### src/hdl/h3fd_pkg.sv
// ----------------------------------------------------------------------------
// h3fd_pkg
// Shared types and constants for the HTTP/3 frame deframer.
// ----------------------------------------------------------------------------
package h3fd_pkg;

    localparam int VARINT_W  = 62;  // QUIC varint value width
    localparam int BYTE_W    = 8;
    localparam int PREFIX_LO = 6;   // length prefix sits in bits [7:6]
    localparam int LEFT_W    = 3;   // continuation bytes still to read

    localparam int S_TDATA_W = 8;   // in_byte
    localparam int M_TDATA_W = 72;  // frame_kind_code, payload_byte, pad
    localparam int M_TUSER_W = 5;   // status, kind, has_byte

    typedef enum logic [1:0] {
        PH_TYPE0 = 2'd0,  // first byte of frame type
        PH_TYPE  = 2'd1,  // frame type continuation
        PH_LEN   = 2'd2,  // payload length varint
        PH_PAY   = 2'd3   // payload bytes
    } t_phase;

    typedef enum logic [1:0] {
        ST_OK        = 2'd0,
        ST_TRUNC_HDR = 2'd1,
        ST_TRUNC_PAY = 2'd2,
        ST_RSVD      = 2'd3
    } t_status;

    typedef enum logic [1:0] {
        KIND_DATA    = 2'd0,
        KIND_HEADERS = 2'd1,
        KIND_OTHER   = 2'd2,
        KIND_RSVD    = 2'd3
    } t_kind;

    localparam logic [VARINT_W-1:0] TYPE_DATA    = VARINT_W'(0);
    localparam logic [VARINT_W-1:0] TYPE_HEADERS = VARINT_W'(1);

    // continuation bytes that follow a varint first byte
    function automatic logic [LEFT_W-1:0] f_varint_left(input logic [1:0] prefix);
        logic [LEFT_W-1:0] left;
        unique case (prefix)
            2'd0:    left = 3'd0;
            2'd1:    left = 3'd1;
            2'd2:    left = 3'd3;
            default: left = 3'd7;
        endcase
        return left;
    endfunction

    function automatic t_kind f_class(input logic [VARINT_W-1:0] ftype);
        t_kind k;
        priority if (ftype == TYPE_DATA)    k = KIND_DATA;
        else if     (ftype == TYPE_HEADERS) k = KIND_HEADERS;
        else                                k = KIND_OTHER;
        return k;
    endfunction

endpackage

### src/hdl/http3_frame_deframer_top.sv
// ----------------------------------------------------------------------------
// http3_frame_deframer_top
// Splits a byte stream into HTTP/3 frames and tags each payload byte.
// ----------------------------------------------------------------------------
// Takes one stream byte per transfer and emits at most one result per byte.
// Throughput is one byte per clock while the output is not stalled: a byte
// is registered on input, parsed by combinational varint/length logic, and its
// result lands in the output register. Header bytes produce no result,
// except on truncation; a zero-length frame yields one byteless end marker.
// tlast on the input marks the end of a stream buffer, after which the parser
// restarts at a frame type. Output tlast marks a frame end or a truncation.
module http3_frame_deframer_top (
    input  logic                          i_clk,
    input  logic                          i_rst_n,
    input  logic                          i_s_tvalid,
    output logic                          o_s_tready,
    input  logic [h3fd_pkg::S_TDATA_W-1:0] i_s_tdata,  // [7:0] in_byte
    input  logic                          i_s_tlast,  // buffer_end
    output logic                          o_m_tvalid,
    input  logic                          i_m_tready,
    output logic [h3fd_pkg::M_TDATA_W-1:0] o_m_tdata,  // [61:0] frame_kind_code,
                                                       // [69:62] payload_byte, pad
    output logic [h3fd_pkg::M_TUSER_W-1:0] o_m_tuser,  // [1:0] status, [3:2] kind,
                                                       // [4] has_byte
    output logic                          o_m_tlast   // frame_end
);
    import h3fd_pkg::*;

    // input register
    logic              r_in_valid;
    logic [BYTE_W-1:0] r_in_byte;
    logic              r_in_last;

    // parser state
    t_phase              r_phase, n_phase;
    logic [LEFT_W-1:0]   r_left, n_left;
    logic [VARINT_W-1:0] r_acc, n_acc;
    logic [VARINT_W-1:0] r_type, n_type;
    logic [VARINT_W-1:0] r_pay_left, n_pay_left;

    // output register
    logic                r_out_valid;
    t_status             r_out_status;
    t_kind               r_out_kind;
    logic [VARINT_W-1:0] r_out_code;
    logic                r_out_has_byte;
    logic [BYTE_W-1:0]   r_out_byte;
    logic                r_out_end;

    logic advance;
    assign advance    = r_in_valid && (!r_out_valid || i_m_tready);
    assign o_s_tready = !r_in_valid || advance;

    // varint decode of the byte in the input register
    logic [1:0]          prefix;
    logic                first_done, next_done, len_done, len_zero, pay_last;
    logic [LEFT_W-1:0]   first_left;
    logic [VARINT_W-1:0] first_val, acc_shift, len_val;

    assign prefix     = r_in_byte[BYTE_W-1:PREFIX_LO];
    assign first_left = f_varint_left(prefix);
    assign first_done = (prefix == 2'd0);
    assign first_val  = {{(VARINT_W-PREFIX_LO){1'b0}}, r_in_byte[PREFIX_LO-1:0]};
    assign acc_shift  = {r_acc[VARINT_W-BYTE_W-1:0], r_in_byte};
    assign next_done  = (r_left == LEFT_W'(1));
    assign len_done   = (r_left == '0) ? first_done : next_done;
    assign len_val    = (r_left == '0) ? first_val : acc_shift;
    assign len_zero   = (len_val == '0);
    assign pay_last   = (r_pay_left == VARINT_W'(1));

    // phase after this byte, before any buffer-end restart
    t_phase step_phase;
    always_comb begin
        step_phase = r_phase;
        unique case (r_phase)
            PH_TYPE0: step_phase = first_done ? PH_LEN : PH_TYPE;
            PH_TYPE:  if (next_done) step_phase = PH_LEN;
            PH_LEN:   if (len_done) step_phase = len_zero ? PH_TYPE0 : PH_PAY;
            PH_PAY:   if (pay_last) step_phase = PH_TYPE0;
        endcase
    end

    // next state
    always_comb begin
        n_phase    = step_phase;
        n_left     = r_left;
        n_acc      = r_acc;
        n_type     = r_type;
        n_pay_left = r_pay_left;
        unique case (r_phase)
            PH_TYPE0: begin
                n_acc = first_val;
                if (first_done) begin
                    n_type = first_val;
                    n_left = '0;
                end else begin
                    n_left = first_left;
                end
            end
            PH_TYPE: begin
                n_acc  = acc_shift;
                n_left = r_left - LEFT_W'(1);
                if (next_done) begin
                    n_type = acc_shift;
                end
            end
            PH_LEN: begin
                n_acc  = len_val;
                n_left = (r_left == '0) ? first_left : r_left - LEFT_W'(1);
                if (len_done) begin
                    n_pay_left = len_val;
                end
            end
            PH_PAY: begin
                n_pay_left = r_pay_left - VARINT_W'(1);
            end
        endcase
        if (r_in_last) begin
            n_phase    = PH_TYPE0;
            n_left     = '0;
            n_acc      = '0;
            n_type     = '0;
            n_pay_left = '0;
        end
    end

    // result of this byte
    logic                emit;
    t_status             res_status;
    t_kind               res_kind;
    logic [VARINT_W-1:0] res_code;
    logic                res_has_byte;
    logic [BYTE_W-1:0]   res_byte;
    logic                res_end;
    logic [VARINT_W-1:0] type_now;

    // frame type as it stands after this byte
    assign type_now = (r_phase == PH_TYPE0 && first_done) ? first_val :
                      (r_phase == PH_TYPE && next_done)   ? acc_shift : r_type;

    always_comb begin
        emit         = 1'b0;
        res_status   = ST_OK;
        res_kind     = f_class(type_now);
        res_code     = type_now;
        res_has_byte = 1'b0;
        res_byte     = '0;
        res_end      = 1'b1;
        if (r_phase == PH_PAY) begin
            emit         = 1'b1;
            res_has_byte = 1'b1;
            res_byte     = r_in_byte;
            if (!pay_last) begin
                res_status = r_in_last ? ST_TRUNC_PAY : ST_OK;
                res_end    = r_in_last;
            end
        end else if (r_phase == PH_LEN && len_done && len_zero) begin
            emit = 1'b1;
        end else if (r_in_last && step_phase != PH_TYPE0) begin
            // buffer ran out mid-frame
            emit = 1'b1;
            priority case (step_phase)
                PH_TYPE: begin
                    res_status = ST_TRUNC_HDR;
                    res_kind   = KIND_DATA;
                    res_code   = '0;
                end
                PH_LEN:  res_status = ST_TRUNC_HDR;
                default: res_status = ST_TRUNC_PAY;
            endcase
        end
    end

    always_ff @(posedge i_clk) begin
        if (!i_rst_n) begin
            r_in_valid  <= 1'b0;
            r_out_valid <= 1'b0;
            r_phase     <= PH_TYPE0;
            r_left      <= '0;
            r_acc       <= '0;
            r_type      <= '0;
            r_pay_left  <= '0;
        end else begin
            if (o_s_tready) begin
                r_in_valid <= i_s_tvalid;
            end
            if (advance) begin
                r_phase    <= n_phase;
                r_left     <= n_left;
                r_acc      <= n_acc;
                r_type     <= n_type;
                r_pay_left <= n_pay_left;
            end
            if (advance && emit) begin
                r_out_valid <= 1'b1;
            end else if (i_m_tready) begin
                r_out_valid <= 1'b0;
            end
        end
    end

    always_ff @(posedge i_clk) begin
        if (o_s_tready) begin
            r_in_byte <= i_s_tdata;
            r_in_last <= i_s_tlast;
        end
        if (advance && emit) begin
            r_out_status   <= res_status;
            r_out_kind     <= res_kind;
            r_out_code     <= res_code;
            r_out_has_byte <= res_has_byte;
            r_out_byte     <= res_byte;
            r_out_end      <= res_end;
        end
    end

    assign o_m_tvalid = r_out_valid;
    assign o_m_tdata  = {{(M_TDATA_W-VARINT_W-BYTE_W){1'b0}}, r_out_byte, r_out_code};
    assign o_m_tuser  = {r_out_has_byte, r_out_kind, r_out_status};
    assign o_m_tlast  = r_out_end;

endmodule

### config.mk
export PLATFORM = sky130hd
export DESIGN_NAME = http3_frame_deframer_top
export DESIGN_NICKNAME = d
export VERILOG_FILES = /design/src/hdl/h3fd_pkg.sv /design/src/hdl/http3_frame_deframer_top.sv
export SDC_FILE = /design/constraint.sdc
export NUM_CORES = 1
export LEC_CHECK = 0
export BUFFER_PORTS_ARGS = -buffer_cell sky130_fd_sc_hd__buf_2
export CORE_MARGIN = 4
export CORE_UTILIZATION = 50
export DETAILED_ROUTE_END_ITERATION = 12
export GPL_ROUTABILITY_DRIVEN = 0
export PLACE_DENSITY = 0.78
export SLEW_MARGIN = 20
export SYNTH_ARGS = -nofsm -noshare
export SYNTH_HDL_FRONTEND = slang
export SYNTH_SLANG_ARGS = --single-unit
### constraint.sdc
create_clock -name i_clk -period 16.2 [get_ports i_clk]
set_input_delay 4.86 -clock i_clk [delete_from_list [all_inputs] [get_ports i_clk]]
set_output_delay 4.86 -clock i_clk [all_outputs]
set_load 0.005 [all_outputs]
==> impl_metrics.yaml, run 1 <==
yosys:
  ys_async_sr_fraction: 0
  synth-edff-count: 85
  ys_seq_area_frac: 0.502
  syn-mean-instance-area_um2: 8.53
  synth-main-ff-cell: "dfxtp_1"
  synth_warnings: 0
  ys_seq_elements: 270
  synthCells: 1460
  ys_types: 65
  synth_area_mm2: 0.0125
worst_hold_path:
  min_from: "r_type[60]"
  min_to: "r_type[60]"
  worst_hold_path.num_cells: 2
  hp-class: "reg -> reg"
finish:
  multi_input_area_mm2: 0.00577
  antenna_cells: 0
  area_delta_synth_final_pct: 12.0
  register_area_mm2: 0.00626
  final_core_util: 0.572
  layout-drive-gt1-share: 0.115
  fillers: 2092
  design.final.nets: 1510
setup_path:
  r2r-start: "r_in_byte[6]"
  ff2ff_path_depth: 14
  critPathLaunchType: "input pin"
  r2r_setup_slack_ps: 11290
  crit_type: "in -> out"
  worstPathMaxFanout: 10
  r2r-end: "r_out_code[40]"
  cp_data_arrival_time_ps: 5640
  required_ps: 11340
  startpoint: "i_m_tready"
  cp-end-kind: "output port"
place:
  io_buffer_count: 90
  place_hpwl_um: 22900
floorplanning:
  die_area_mm2: 0.0275
  core.rowCount: 57
  coreArea_mm2: 0.0244
  fp.dieW_um: 166
  pin_count: 93
  initial_core_util: 0.511
  die_h_um: 166
sta:
  setup_viol: 0
  slew_violations: 0
  fin_tns_setup_ps: 0
  max_freq_mhz: 95.3
  rsz0062_at_grt: "false"
  worstMarginPinSlew_ps: 1100
  finalHoldViolations: 0
  post-route-min-period_ps: 10500
  finalClockSkew_ps: 20.3
  period_share: 0.648
  slew_headroom: 0.270
global_route:
  grt_pass1_wl_um: 57700
  overflow: 0
  track_usage: 0.249
  grt_max_degree: 97
  antenna_found_initial: 0
  grt_pass1_vias: 10900
detailed_routing:
  vias_per_cell: 6.39
  drtIter0Drc: 1635
  detail-route-antenna-nets: 0
  vias: 11700
  post_drt_wl_per_cell_um: 19.8
  drt_pass1_iterations: 6
  drcViolationCount: 0
  routed_wl_um: 36300
clock_tree:
  ctsResizeCount: 0
  postCtsSetupBuffers: 0
  cts_hold_buf: 0
  h-tree-depth: 1
  clk_latency_ps: 540
  cts_sinks: 270
  clk_path_buf_depth: 3
  cts_made_buffers: 26
  clkTransAtPathRegs_ps: 60
  cts_tree: "built"
  root_buffer: "clkbuf_16"
power:
  ir_worst_vdd_mv: 0.0712
  switching_share: 0.227
  p_int_mw: 1.09
  clkPwrFrac: 0.445
  seq_power_share: 0.502
  power.switching_mw: 0.321
  leakagePower_nw: 4.96
  powerDensity_mw_per_mm2: 101
  power_mw: 1.41
  combPwrFrac: 0.052
run_status:
  outcome: "complete, no violations"
job:
  cap_violations: 0
-- worst max-delay path, cell delays in order --
cell and delay (ps):
buf_2 110, nor2b_1 170, nand2_1 270, buf_2 220
-- cell usage in the layout (no fill, tap or decap), types with 6 or more instances in the layout --
| cell | n |
|---|---|
| xnor2_1 | 6 |
| nand2_1 | 232 |
| o31ai_1 | 17 |
| nand4_1 | 7 |
| or3_1 | 15 |
| buf_2 | 90 |
| clkbuf_8 | 11 |
| or4_1 | 18 |
| a22oi_1 | 84 |
| dfxtp_1 | 185 |
| clkbuf_1 | 6 |
| o211ai_1 | 6 |
| ha_1 | 10 |
| o32ai_1 | 6 |
| buf_4 | 16 |
| inv_1 | 13 |
| nor2_1 | 154 |
| nor4_1 | 42 |
| clkbuf_16 | 27 |
| nor3_1 | 35 |
| o21ai_0 | 55 |
| a21oi_1 | 185 |
| and2_1 | 12 |
| edfxtp_1 | 85 |
| a211oi_1 | 6 |
| nor2b_1 | 6 |
| nand3_1 | 61 |
| o21a_1 | 6 |
| a311oi_1 | 6 |
| a31oi_1 | 12 |
-- final cells by class --
type,count,share of cell area
sequential,270,0.448
multi-input combinational,1068,0.413
clock buffer,44,0.0609
timing repair buffer,106,0.0409
tap,324,0.0291
inverter,14,0.00395
clock inverter,4,0.00341
-- worst max path at each step --
stage	endpoint	slack, ps	depth (start not counted)
finish	o_s_tready	5700	4
detailed placement	o_s_tready	5690	4
global placement	o_s_tready	5730	4
floorplan	o_s_tready	6100	2
CTS	o_s_tready	5690	4
global route	o_s_tready	5650	4
-- through the flow --
step / instance area (µm²) / cells / hold WS, ps / setup WS (ps)
global placement: 13100 / 1782 / 450 / 5730
finish: 14000 / 1830 / 466 / 5700
floorplan: 12500 / 1461 / 432 / 6100
CTS: 13900 / 1830 / 467 / 5690
detailed placement: 13100 / 1782 / 459 / 5690
global route: 14000 / 1830 / 490 / 5650
-- synthesized netlist by cell type (all sizes together) (4+ instances only) --
| cell | count | share of area |
|---|---|---|
| o22ai | 5 | 0.0025 |
| a22oi | 84 | 0.051 |
| a31oi | 12 | 0.0060 |
| o21a | 6 | 0.0036 |
| or4 | 21 | 0.014 |
| nor4 | 42 | 0.021 |
| buf | 11 | 0.0049 |
| inv | 14 | 0.0042 |
| nand3 | 62 | 0.025 |
| a211oi | 6 | 0.0036 |
| nand4 | 7 | 0.0035 |
| edfxtp | 85 | 0.20 |
| ha | 11 | 0.011 |
| dfxtp | 185 | 0.30 |
| o31ai | 17 | 0.010 |
| o211ai | 6 | 0.0036 |
| o32ai | 6 | 0.0042 |
| nor3b | 4 | 0.0028 |
| nand2 | 234 | 0.071 |
| or3 | 16 | 0.0084 |
| a221o | 4 | 0.0032 |
| nor2b | 6 | 0.0030 |
| o21ai | 57 | 0.023 |
| xor2 | 5 | 0.0035 |
| nor2 | 157 | 0.047 |
| and2 | 13 | 0.0065 |
| a311oi | 6 | 0.0042 |
| clkbuf | 98 | 0.030 |
| o31a | 5 | 0.0035 |
| a21o | 6 | 0.0036 |
| a21oi | 187 | 0.075 |
| xnor2 | 6 | 0.0042 |
| or2 | 5 | 0.0025 |
| nand2b | 6 | 0.0030 |
| nor3 | 37 | 0.015 |
-- state kept, by name (all words and copies together), names as in the netlist --
signal and flops:
r_out_has_byte 1, r_in_valid 1, r_out_kind 2, r_out_status 2
r_in_last 1, o_m_tvalid 1, r_pay_left 62, r_left 3
r_out_code 62, r_out_byte 8, r_type 62, r_phase 2
r_acc 54, o_m_tlast 1, r_in_byte 8
-- kinds of logic (layout without fill, tap and decap cells) --
group	after synthesis	count (layout)	synth area share
AO/OA/AOI/OAI	425	425	0.210
XOR/XNOR	11	11	0.00773
adder cells (fa/ha/maj)	11	11	0.0110
buffers and inverters	123	168	0.0387
flip-flops	270	270	0.502
multiplexers	2	2	0.00161
other	1	2	0.000301
AND/OR/NAND/NOR	617	617	0.228
-- layer usage --
| layer | track usage | part of all wire | vias to the layer above |
|---|---|---|---|
| met3 | 0.0495 | 0.10 | 111 |
| met1 | 0.337 | 0.40 | 5560 |
| met5 | 0 | 0 | - |
| met2 | 0.397 | 0.45 | 649 |
| li1 | - | - | 5367 |
| met4 | 0.0951 | 0.040 | 0 |
-- power groups by stage --
stage	Combinational [mW]	Sequential [mW]	Clock, mW
floorplan	0.0507	0.722	0
global placement	0.0708	0.724	0
detailed placement	0.0717	0.724	0
CTS	0.0720	0.709	0.633
global route	0.0798	0.710	0.664
finish	0.0738	0.709	0.629
Power figures use the tool's default switching activity.
==> run 2: changes to the inputs <==
--- a/config.mk
+++ b/config.mk
@@ -5,6 +5,7 @@
 export SDC_FILE = /design/constraint.sdc
 export NUM_CORES = 1
 export LEC_CHECK = 0
+export ABC_AREA = 1
 export BUFFER_PORTS_ARGS = -buffer_cell sky130_fd_sc_hd__buf_2
 export CORE_MARGIN = 4
 export CORE_UTILIZATION = 50
==> constraint.sdc (replaced) <==
create_clock -name i_clk -period 10.4 [get_ports i_clk]
set_input_delay 3.12 -clock i_clk [delete_from_list [all_inputs] [get_ports i_clk]]
set_output_delay 3.12 -clock i_clk [all_outputs]
set_load 0.005 [all_outputs]
==> run 2 against run 1 <==
  * Die area increased by 18%
  * Critical path type unchanged
  * Cell count increased by 39%
  * Sequential share of layout area decreased by 6.2 points
  * Clock power increased by 69%
  * Flip-flop and latch count unchanged
==> impl_metrics.yaml, run 2 <==
run_status:
  outcome: "complete, no violations"
place:
  place_hpwl_um: 27600
  post-place-ws_ps: 3350
  io_buffer_count: 90
  place_area_mm2: 0.0152
sta:
  rsz0062_at_grt: "false"
  finalHoldViolations: 0
  period_share: 0.679
  finalClockSkew_ps: 15.1
  slew_headroom: 0.206
  setup_slack_ps: 3340
  worstMarginPinSlew_ps: 1190
  fin_tns_setup_ps: 0
  max_freq_mhz: 142
  post-route-min-period_ps: 7060
  slew_violations: 0
  setup_viol: 0
power:
  ir_worst_vdd_mv: 0.123
  p_int_mw: 1.83
  powerDensity_mw_per_mm2: 153
  switching_share: 0.259
  clkPwrFrac: 0.430
  power.switching_mw: 0.639
  combPwrFrac: 0.113
  seq_power_share: 0.457
  leakagePower_nw: 7.25
detailed_routing:
  drtIter0Drc: 1779
  detail-route-antenna-nets: 0
  post_drt_wl_per_cell_um: 16.1
  vias: 14200
  drt_pass1_iterations: 6
  drcViolationCount: 0
  vias_per_cell: 5.60
  routed_wl_um: 40900
clock_tree:
  clk_latency_ps: 550
  h-tree-depth: 1
  clkTransAtPathRegs_ps: 60
  ctsResizeCount: 0
  cts_made_buffers: 28
  postCtsSetupBuffers: 0
  clk_path_buf_depth: 3
  cts_sinks: 270
  cts_hold_buf: 0
  root_buffer: "clkbuf_16"
  cts_tree: "built"
yosys:
  yosysTopAreaCellShare: 0.251
  syn-mean-instance-area_um2: 6.96
  synth_area_mm2: 0.0148
  synth_warnings: 0
  synth-main-ff-cell: "dfxtp_1"
  synth-edff-count: 85
  netlist_top_cells_count: "539 x nand2_1, 283 x nor2_1, 206 x inv_1"
  ys_seq_area_frac: 0.424
  ys_types: 44
  synth_area_leaders: "dfxtp_1 25%, edfxtp_1 17%, nand2_1 14%"
  ys_seq_elements: 270
  ys_async_sr_fraction: 0
  yosysTopAreaCell: "dfxtp_1"
  synthCells: 2122
  synth_most_common_cell: "nand2_1"
global_route:
  gr-usage-met1: 0.336
  use_met3: 0.0346
  overflow: 0
  grt_pass1_wl_um: 66900
  use_met2: 0.397
  antenna_found_initial: 0
  grt_pass1_vias: 13200
  busiest_layer: "met2"
  track_usage: 0.243
  grt_max_degree: 104
worst_hold_path:
  hp-class: "reg -> reg"
floorplanning:
  pin_count: 93
  core.rowCount: 62
  initial_core_util: 0.510
  die_area_mm2: 0.0323
  coreArea_mm2: 0.0289
  fp.dieW_um: 180
  die_h_um: 180
finish:
  layout-drive-gt1-share: 0.0878
  final_cell_mix: "538 x nand2_1, 282 x nor2_1, 204 x inv_1, 185 x a21oi_1, 185 x dfxtp_1"
  area_delta_synth_final_pct: 9.55
  fillers: 2668
  layout_commonest_cell: "nand2_1"
  final_area_mm2: 0.0162
  antenna_cells: 0
  top_regs: "r_out_code: 62 flops, r_pay_left: 62 flops, r_type: 62 flops"
  design.final.nets: 2154
setup_path:
  cp_data_arrival_time_ps: 3940
  cp-end-kind: "output port"
  required_ps: 7280
  crit_type: "in -> out"
  critPathLaunchType: "input pin"
  worstPathMaxFanout: 11
job:
  cap_violations: 0
-- run 2: path summary, 6_finish.rpt --
kind / from / endpoint / slack (ps) / cells after the start
setup reg to reg: r_left[0] / r_out_code[32] / 5930 / 17
hold reg to reg: r_type[10] / r_type[10] / 450 / 2
hold / removal: r_type[10] / r_type[10] / 450 / 2
setup / recovery: i_m_tready / o_s_tready / 3340 / 4
-- run 2: kinds of logic (layout without fill, tap and decap cells) --
kind of cell             after synthesis  count (layout)  share of synthesized area
XOR/XNOR                              36              36                     0.0214
adder cells (fa/ha/maj)               11              11                    0.00932
other                                  1               2                   0.000254
AO/OA/AOI/OAI                        413             413                      0.152
buffers and inverters                338             367                     0.0958
flip-flops                           270             270                      0.424
AND/OR/NAND/NOR                     1053            1053                      0.297
-- run 2: metal layers --
metal  vias up  share of wire  wire (µm)
met5         -              0          0
met4         0          0.034       1410
met3       110          0.092       3750
met2       677           0.45      18500
met1      6467           0.42      17300
li1       6949              -          -
-- run 2: power by group through the flow --
stage,combinational [mW],clock [mW],sequential [mW]
after floorplan,0.214,0,1.15
after global placement,0.267,0,1.15
after detailed placement,0.273,0,1.15
after CTS,0.275,1.07,1.13
after global routing,0.311,1.12,1.13
final,0.280,1.06,1.13
-- run 2: area by class of cell --
| type | instances | area, µm² | area share |
|---|---|---|---|
| Multi-Input combinational cell | 1515 | 7120 | 0.440 |
| Sequential cell | 270 | 6260 | 0.387 |
| Timing Repair Buffer | 102 | 541 | 0.0334 |
| Tap cell | 384 | 480 | 0.0297 |
| Inverter | 213 | 802 | 0.0496 |
| Clock buffer | 33 | 741 | 0.0458 |
| Clock inverter | 19 | 236 | 0.0146 |
-- run 2: critical path, cell delays in order --
cell and delay [ps]:
buf_2 100, inv_1 70, nand3_1 370, buf_2 280
-- run 2: metrics by stage --
stage | hold WS [ps] | instances | utilization | power, mW
after global routing | 468 | 2536 | 0.559 | 2.56
after floorplan | 424 | 2123 | - | 1.36
after CTS | 447 | 2536 | 0.559 | 2.48
final | 446 | 2536 | 0.559 | 2.47
after detailed placement | 438 | 2484 | 0.525 | 1.42
after global placement | 434 | 2484 | 0.525 | 1.42
